`config.mk`:
```
export PLATFORM = sky130hd
export DESIGN_NAME = arpc_cell
export DESIGN_NICKNAME = d
export VERILOG_FILES = /design/src/rtl/arpc_pkg.sv /design/src/rtl/arpc_cell.sv
export SDC_FILE = /design/constraint.sdc
export NUM_CORES = 1
export LEC_CHECK = 0
export ABC_AREA = 1
export BUFFER_PORTS_ARGS = -buffer_cell sky130_fd_sc_hd__buf_2
export CAP_MARGIN = 5
export CORE_MARGIN = 1
export CORE_UTILIZATION = 45
export CTS_BUF_LIST = sky130_fd_sc_hd__clkbuf_4 sky130_fd_sc_hd__clkbuf_8 sky130_fd_sc_hd__clkbuf_16
export CTS_CLUSTER_DIAMETER = 30
export DETAILED_ROUTE_END_ITERATION = 6
export MAX_ROUTING_LAYER = met4
export PLACE_DENSITY = 0.83
export SYNTH_ARGS = -nofsm -noshare
export SYNTH_HDL_FRONTEND = slang
export SYNTH_SLANG_ARGS = --single-unit
```
`constraint.sdc`:
```
create_clock -name i_clk -period 28.3 [get_ports i_clk]
set_input_delay 5.66 -clock i_clk [delete_from_list [all_inputs] [get_ports i_clk]]
set_output_delay 5.66 -clock i_clk [all_outputs]
set_load 0.01 [all_outputs]
```
`src/rtl/arpc_pkg.sv`:
```
// Package for the ARP cache with entry aging: action codes, widths and the
// request record that travels down the cell chain. No dependencies.
`default_nettype none

package arpc_pkg;

    localparam int ARPC_CAPACITY = 64;
    localparam int IP_W          = 32;
    localparam int MAC_W         = 48;
    localparam int TIME_W        = 32;
    localparam int TMO_W         = 16;
    localparam int SLOT_W        = 6;
    localparam logic [TMO_W-1:0] TMO_RESET = 16'd15;

    typedef enum logic [1:0] {
        ACT_LOOKUP = 2'd0,
        ACT_INSERT = 2'd1,
        ACT_TICK   = 2'd2,
        ACT_NONE   = 2'd3
    } t_action;

    // Request record handed from cell to cell, one hop per cycle.
    typedef struct packed {
        logic              vld;
        t_action           action;
        logic [IP_W-1:0]   ip;
        logic [MAC_W-1:0]  mac;
        logic [TIME_W-1:0] now;
        logic [TMO_W-1:0]  timeout;
        logic              claimed;   // lookup hit or insert placed
        logic [SLOT_W-1:0] slot;
        logic [MAC_W-1:0]  hit_mac;
    } t_wave;

    typedef struct packed {
        logic              hit;
        logic [MAC_W-1:0]  mac_out;
        logic [SLOT_W-1:0] slot;
        logic              table_full;
    } t_rsp;

endpackage

`default_nettype wire

```
`src/rtl/arpc_cell.sv`:
```
// One table entry of the ARP cache plus its hop register of the request chain.
// Depends on arpc_pkg.
`default_nettype none

module arpc_cell import arpc_pkg::*; #(
    parameter int INDEX = 0
) (
    input  wire        i_clk,
    input  wire        i_rst_n,
    input  wire t_wave i_wave,
    output t_wave      o_wave
);

    localparam logic [SLOT_W-1:0] MY_SLOT = SLOT_W'(INDEX);

    logic              r_valid;
    logic [IP_W-1:0]   r_ip;
    logic [MAC_W-1:0]  r_mac;
    logic [TIME_W-1:0] r_time;
    t_wave             r_wave;

    t_wave             n_wave;
    logic              n_valid;
    logic              wr_entry;
    logic [TIME_W-1:0] age;

    always_comb begin
        n_wave   = i_wave;
        n_valid  = r_valid;
        wr_entry = 1'b0;
        age      = i_wave.now - r_time;
        if (i_wave.vld) begin
            case (i_wave.action)
                ACT_LOOKUP: begin
                    // later cells overwrite: highest matching index wins
                    if (r_valid && (r_ip == i_wave.ip)) begin
                        n_wave.claimed = 1'b1;
                        n_wave.slot    = MY_SLOT;
                        n_wave.hit_mac = r_mac;
                    end
                end
                ACT_INSERT: begin
                    // first free cell takes the entry
                    if (!i_wave.claimed && !r_valid) begin
                        n_wave.claimed = 1'b1;
                        n_wave.slot    = MY_SLOT;
                        n_valid        = 1'b1;
                        wr_entry       = 1'b1;
                    end
                end
                ACT_TICK: begin
                    if (r_valid && (age > {{(TIME_W-TMO_W){1'b0}}, i_wave.timeout})) begin
                        n_valid = 1'b0;
                    end
                end
                default: begin
                end
            endcase
        end
    end

    always_ff @(posedge i_clk) begin
        if (!i_rst_n) begin
            r_valid    <= 1'b0;
            r_wave.vld <= 1'b0;
        end else begin
            r_valid    <= n_valid;
            r_wave.vld <= n_wave.vld;
        end
        r_wave.action  <= n_wave.action;
        r_wave.ip      <= n_wave.ip;
        r_wave.mac     <= n_wave.mac;
        r_wave.now     <= n_wave.now;
        r_wave.timeout <= n_wave.timeout;
        r_wave.claimed <= n_wave.claimed;
        r_wave.slot    <= n_wave.slot;
        r_wave.hit_mac <= n_wave.hit_mac;
        if (wr_entry) begin
            r_ip   <= i_wave.ip;
            r_mac  <= i_wave.mac;
            r_time <= i_wave.now;
        end
    end

    assign o_wave = r_wave;

endmodule

`default_nettype wire

```
Yosys cells after proc, flatten, opt, wreduce, memory -nomap -nowiden
Cells that the tools add are included.
{"block": "totals", "regBits": 299, "input_bits": 188, "out_inout_bits": 186, "elab_cells": 39}
{"block": "op_classes", "n_addsub": 1, "n_lt_le_gt_ge": 1, "n_eq_ne": 5, "mux": 11, "reduce_logical": 8}
{"cell": "$mux 55", "count": 2}
{"cell": "$mux 48", "count": 1}
{"cell": "$eq 32x32->1", "count": 1}
{"cell": "$gt 32x16->1", "count": 1}
{"cell": "$sub 32x32->32", "count": 1}
{"cell": "$pmux 7 s2", "count": 1}
{"cell": "$mux 7", "count": 1}
{"cell": "$mux 1", "count": 5}
{"cell": "$ne 2x2->1 const B", "count": 2}
{"cell": "$reduce_and 4->1", "count": 1}
{"cell": "$logic_and 1x1->1", "count": 3}
{"cell": "$eq 2x1->1 const B", "count": 1}
{"cell": "$eq 2x2->1 const B", "count": 1}
{"cell": "$logic_not 1->1", "count": 2}
{"cell": "$logic_not 2->1", "count": 1}
{"cell": "$pmux 1 s2", "count": 1}
{"cell": "$reduce_bool 2->1", "count": 1}

Longest topological paths before layout
{"block": "logic_depth", "word_depth": 5, "ltp_mapped": 23, "depth_no_buf": 23}

Least setup slack after synthesis
Ideal clock, no wire load.
{"block": "synth_timing", "kind": "input port to flip-flop", "from": "input port i_wave[184] (netlist bit)", "to": "register r_valid", "setup_time_ps": 107, "t_arrival_ps": 17321, "required_time_ps": 28193, "path_slack_ps": 10871, "path_stages": 3, "path_buffers": 0, "cell_sequence": "nor4_1 -> o21ai_0 -> a21oi_1"}
{"block": "synth_between", "elab_chain_cells": 3, "word_cells_on_any_way": 7, "classes_between": "eq/ne (4); mux (1); reduce/logical (2)"}
{"element": "from (decl)", "line": "arpc_cell.sv:10", "text": "input wire t_wave i_wave,"}
{"element": "$eq 2x2->1 / $eq 2x1->1 (equally long branches)", "line": "arpc_cell.sv:33", "text": "case (i_wave.action)"}
{"element": "$ne 2x2->1 (no line) / $reduce_bool 2->1 (equally long branches)"}
{"element": "$reduce_and 4->1 (no line)"}
{"element": "to (signal assigned)", "line": "arpc_cell.sv:67", "text": "r_valid <= n_valid;"}
{"element": "to (decl)", "line": "arpc_cell.sv:16", "text": "logic r_valid;"}
Parallel ways exist; a longest one is shown, timed or not.
A chain may end at the register's enable or synchronous reset.

Worst setup path after layout
{"block": "layout_timing", "from": "input port i_wave[71] (netlist bit)", "to": "register r_valid"}
{"block": "layout_between", "elab_chain_cells": 5}
{"element": "$sub 32x32->32", "line": "arpc_cell.sv:31", "text": "age = i_wave.now - r_time;"}
{"element": "$gt 32x16->1", "line": "arpc_cell.sv:52", "text": "if (r_valid && (age > {{(TIME_W-TMO_W){1'b0}}, i_wave.timeout})) begin"}
{"element": "$logic_and 1x1->1", "line": "arpc_cell.sv:52"}
{"element": "$ne 2x2->1 (no line)"}
{"element": "$reduce_and 4->1 (no line)"}
Every way passes these cells.

==> results.md <==
* Global Route Usage Sum at 0.245
* Cell accounting for the most synthesized area: dfxtp_1
* Share of cells above drive strength 1 at 0.268
* Core Area at 0.0254 mm^2
* Clk pin slew, worst setup/hold paths at roughly 0.060 ns
* Die W at 164 um
* CTS tree: yes
* 1st-pass router iterations at 6
* P_int at 0.909 mW
* Clock power frac at 0.528
* Syn Std Cell Area at ~0.012 mm^2
* Fmax at 124 MHz
* Final weighted congestion in routability-driven placement at approximately 0.88
* Psw at between 0.2 and 0.3 mW
* Distinct cells, synth at 30
* Seq/Total Area, Yosys at 0.603
* Worst Tran Pin Value at 1.06 ns
* Worst reg-to-reg setup slack at between 20 and 30 ns
* Post-synthesis simple-gate area fraction at 0.197
* Synthesis-to-finish area growth at 34.5%
* TNS Setup at 0 ns
* Seq pwr share at 0.388
* Rows at slightly below 60
* Antenna-violating nets left at 0
* Worst Hold End: o_wave[27]$_DFF_P_
* Post-route total power at 1.21 mW
* Vias per cell at between 4 and 5
* Worst endpoint required time at 28.76 ns
* CTS Sinks at between 200 and 300
* Crit end category: flip-flop
* DRT iter0 DRCs at 706
* Multiplexer area fraction after synthesis at 0
* First-pass GRT wire length at between 40 and 50 mm
* Hold Crit Start: r_mac[27]$_DFFE_PP_
* DRC viols at 0
* RSZ-0062 raised after global routing: no
* Reg area at around 0.007 mm^2
* Crit path DAT at around 8.5 ns
* H-tree levels at 2
* Vias in the first global route at 9758
* Hold slack at about 0.47 ns
* Via count at 9847
* Pin count of the biggest net entering global routing at between 90 and 100
* Total Wirelength at approximately 33 mm
* Ports at 374
* Clock root buffer: clkbuf_16
* Outcome: finished clean
* Fill cells at just over 2k
* Most frequent cells in the layout: 373 x buf_2, 346 x nand2_1, 308 x inv_1
* Worst Setup Start Kind: input port
* IO Port Bufs at between 300 and 400
* Pwr dens at 76.3 mW/mm^2
* DR WL/cell at between 15 and 20 um
* Largest family of logic cells by synthesized area: simple AND/OR/NAND/NOR gates
* RR Startpoint: r_time[0]$_DFFE_PP_
* Commonest non-fill, non-tap cell in the layout: buf_2
* Inserted Clock Buffers at approximately 50
* Complex-gate fraction of the synthesized area at 0.0210
* Post-Synth XOR/XNOR Area at 0.0216
* Global route total overflow at 0
* Yosys warns at 0
* Yosys reg bits at between 200 and 300
* Post-Syn Instances at 1320
* Post-Layout Inst Area at ~0.016 mm^2
* Synth top area share at 0.318
* Die Span Y at about 160 um
* Crit Path Max Fanout at 3
* Crit path kind: in -> reg
* Final setup fails at 0
* Initial core utilization at 0.464
* Count of final hold-check violations at 0
* Syn_nets at around 1.6k
* Area occupied by multi-input gates at about 0.0034 mm^2
* Max-Cap Viols at 0
* Slew Limit Fails at 0
* DP HPWL at approximately 23 mm
* Antenna violations before repair at 3
* R2R cell count at 19
* Leakage at about 8.6 nW
* Area contributors post-synth: dfxtp_1 32%, edfxtp_1 29%, nand2_1 11%
* Post-CTS Resized at 0
* Nets at around 2.0k
* Post-synthesis area per instance at approximately 9 um^2
* Post-layout minimum cycle time at ~8.1 ns
* Tightest Hold Check Type: reg -> reg
* Setup Buffers After CTS at 0
* Placed Area at 0.0140 mm^2
* Worst slew margin at 0.296
* Hold Buf Count CTS at 0
* Clock buffer depth at 3
* Adder-cell area share of the yosys netlist at 0.0516
* Comb power frac at 0.084
* Worst R2R End: r_valid$_SDFFE_PN0P_
* Switching part of the total at 0.248
* Die footprint at approximately 0.027 mm^2
* Max VDD drop at just over 0.07 mV
* Latest clock arrival within the worst-skew pair at approximately 0.56 ns
* Worst Hold Path Cells at 2
* Fin crit share at 0.285
* Skew final at roughly 0.034 ns
-- layer usage --
layer / GRT usage / routed length [um] / vias to the layer above
li1: - / - / 4865
met4: 0.121 / 1440 / 0
met2: 0.422 / 16600 / 377
met5: - / 0 / -
met3: 0.0629 / 2310 / 100
met1: 0.260 / 12300 / 4505
-- cell usage after synthesis --
master	n
ha_1	47
nand3b_1	1
nor2_1	161
buf_6	5
a211oi_1	1
nor4_1	4
o21bai_1	1
edfxtp_1	112
a21oi_1	30
nand2_1	346
nand4_1	14
and2_1	7
o21a_1	1
or2_2	3
nor3_1	3
o2111ai_1	1
buf_2	6
xnor2_1	4
o21ai_1	1
xor2_1	25
inv_1	308
nand3_1	35
nor2_2	2
o21ai_0	6
dfxtp_1	187
nand3b_4	1
and3_1	1
o22ai_1	5
fa_1	1
or2_1	1
-- worst max-delay path by stage --
stage,from,endpoint,slack (ns),cells after the start
detailed placement,i_wave[73],r_valid$_SDFFE_PN0P_,19.70,20
floorplan,i_wave[184],r_valid$_SDFFE_PN0P_,10.87,3
global route,i_wave[71],r_valid$_SDFFE_PN0P_,19.87,21
finish,i_wave[71],r_valid$_SDFFE_PN0P_,20.23,21
CTS,i_wave[73],r_valid$_SDFFE_PN0P_,20.27,20
global placement,i_wave[71],r_valid$_SDFFE_PN0P_,19.83,21
-- logic make-up after synthesis --
kind of cell,Yosys count
AND/OR/NAND/NOR,579
XOR/XNOR,29
adder cells (fa/ha/maj),48
buffers and inverters,319
AO/OA/AOI/OAI,46
flip-flops,299
-- worst max-delay path, cell delays in order --
cell,delay [ns]
buf_2,0.09
inv_1,0.04
ha_1,0.21
fa_1,0.41
inv_1,0.14
nand2_1,0.06
nand2_1,0.13
nand4_1,0.10
nand3_1,0.15
xor2_1,0.10
ha_1,0.28
nand2_1,0.07
nor4_1,0.39
nand3_1,0.14
nand2_1,0.10
nand3_1,0.07
nor2_1,0.08
nand2_1,0.05
nor2_1,0.09
nand2_1,0.05
a21oi_1,0.11
-- area by class of cell --
class | count | area share
inverter | 308 | 0.0730
sequential | 299 | 0.449
clock inverter | 34 | 0.0264
clock buffer | 62 | 0.0895
multi-input combinational | 702 | 0.217
antenna | 4 | 0.000632
tap | 330 | 0.0261
timing repair buffer | 375 | 0.119
-- power by group through the flow --
stage	sequential, mW	clock, mW	combinational, mW
after floorplan	0.486	0	0.0445
after global placement	0.477	0	0.0969
after detailed placement	0.478	0	0.0993
after CTS	0.469	0.647	0.101
after global routing	0.470	0.668	0.113
final	0.469	0.638	0.101
-- through the flow --
stage          utilization  worst slack (ns)  cells
6_report             0.624             20.23   2114
5_1_grt              0.624             19.87   2113
4_1_cts              0.623             20.27   2110
3_5_place_dp         0.551             19.70   2014
3_3_place_gp         0.551             19.83   2014
2_1_floorplan            -             10.87   1320
-- registers in the layout, summed over array words and instances (netlist names) --
name	cells
r_ip	32
r_time	32
o_wave	186
r_mac	48
r_valid	1
Power figures use the tool's default switching activity.
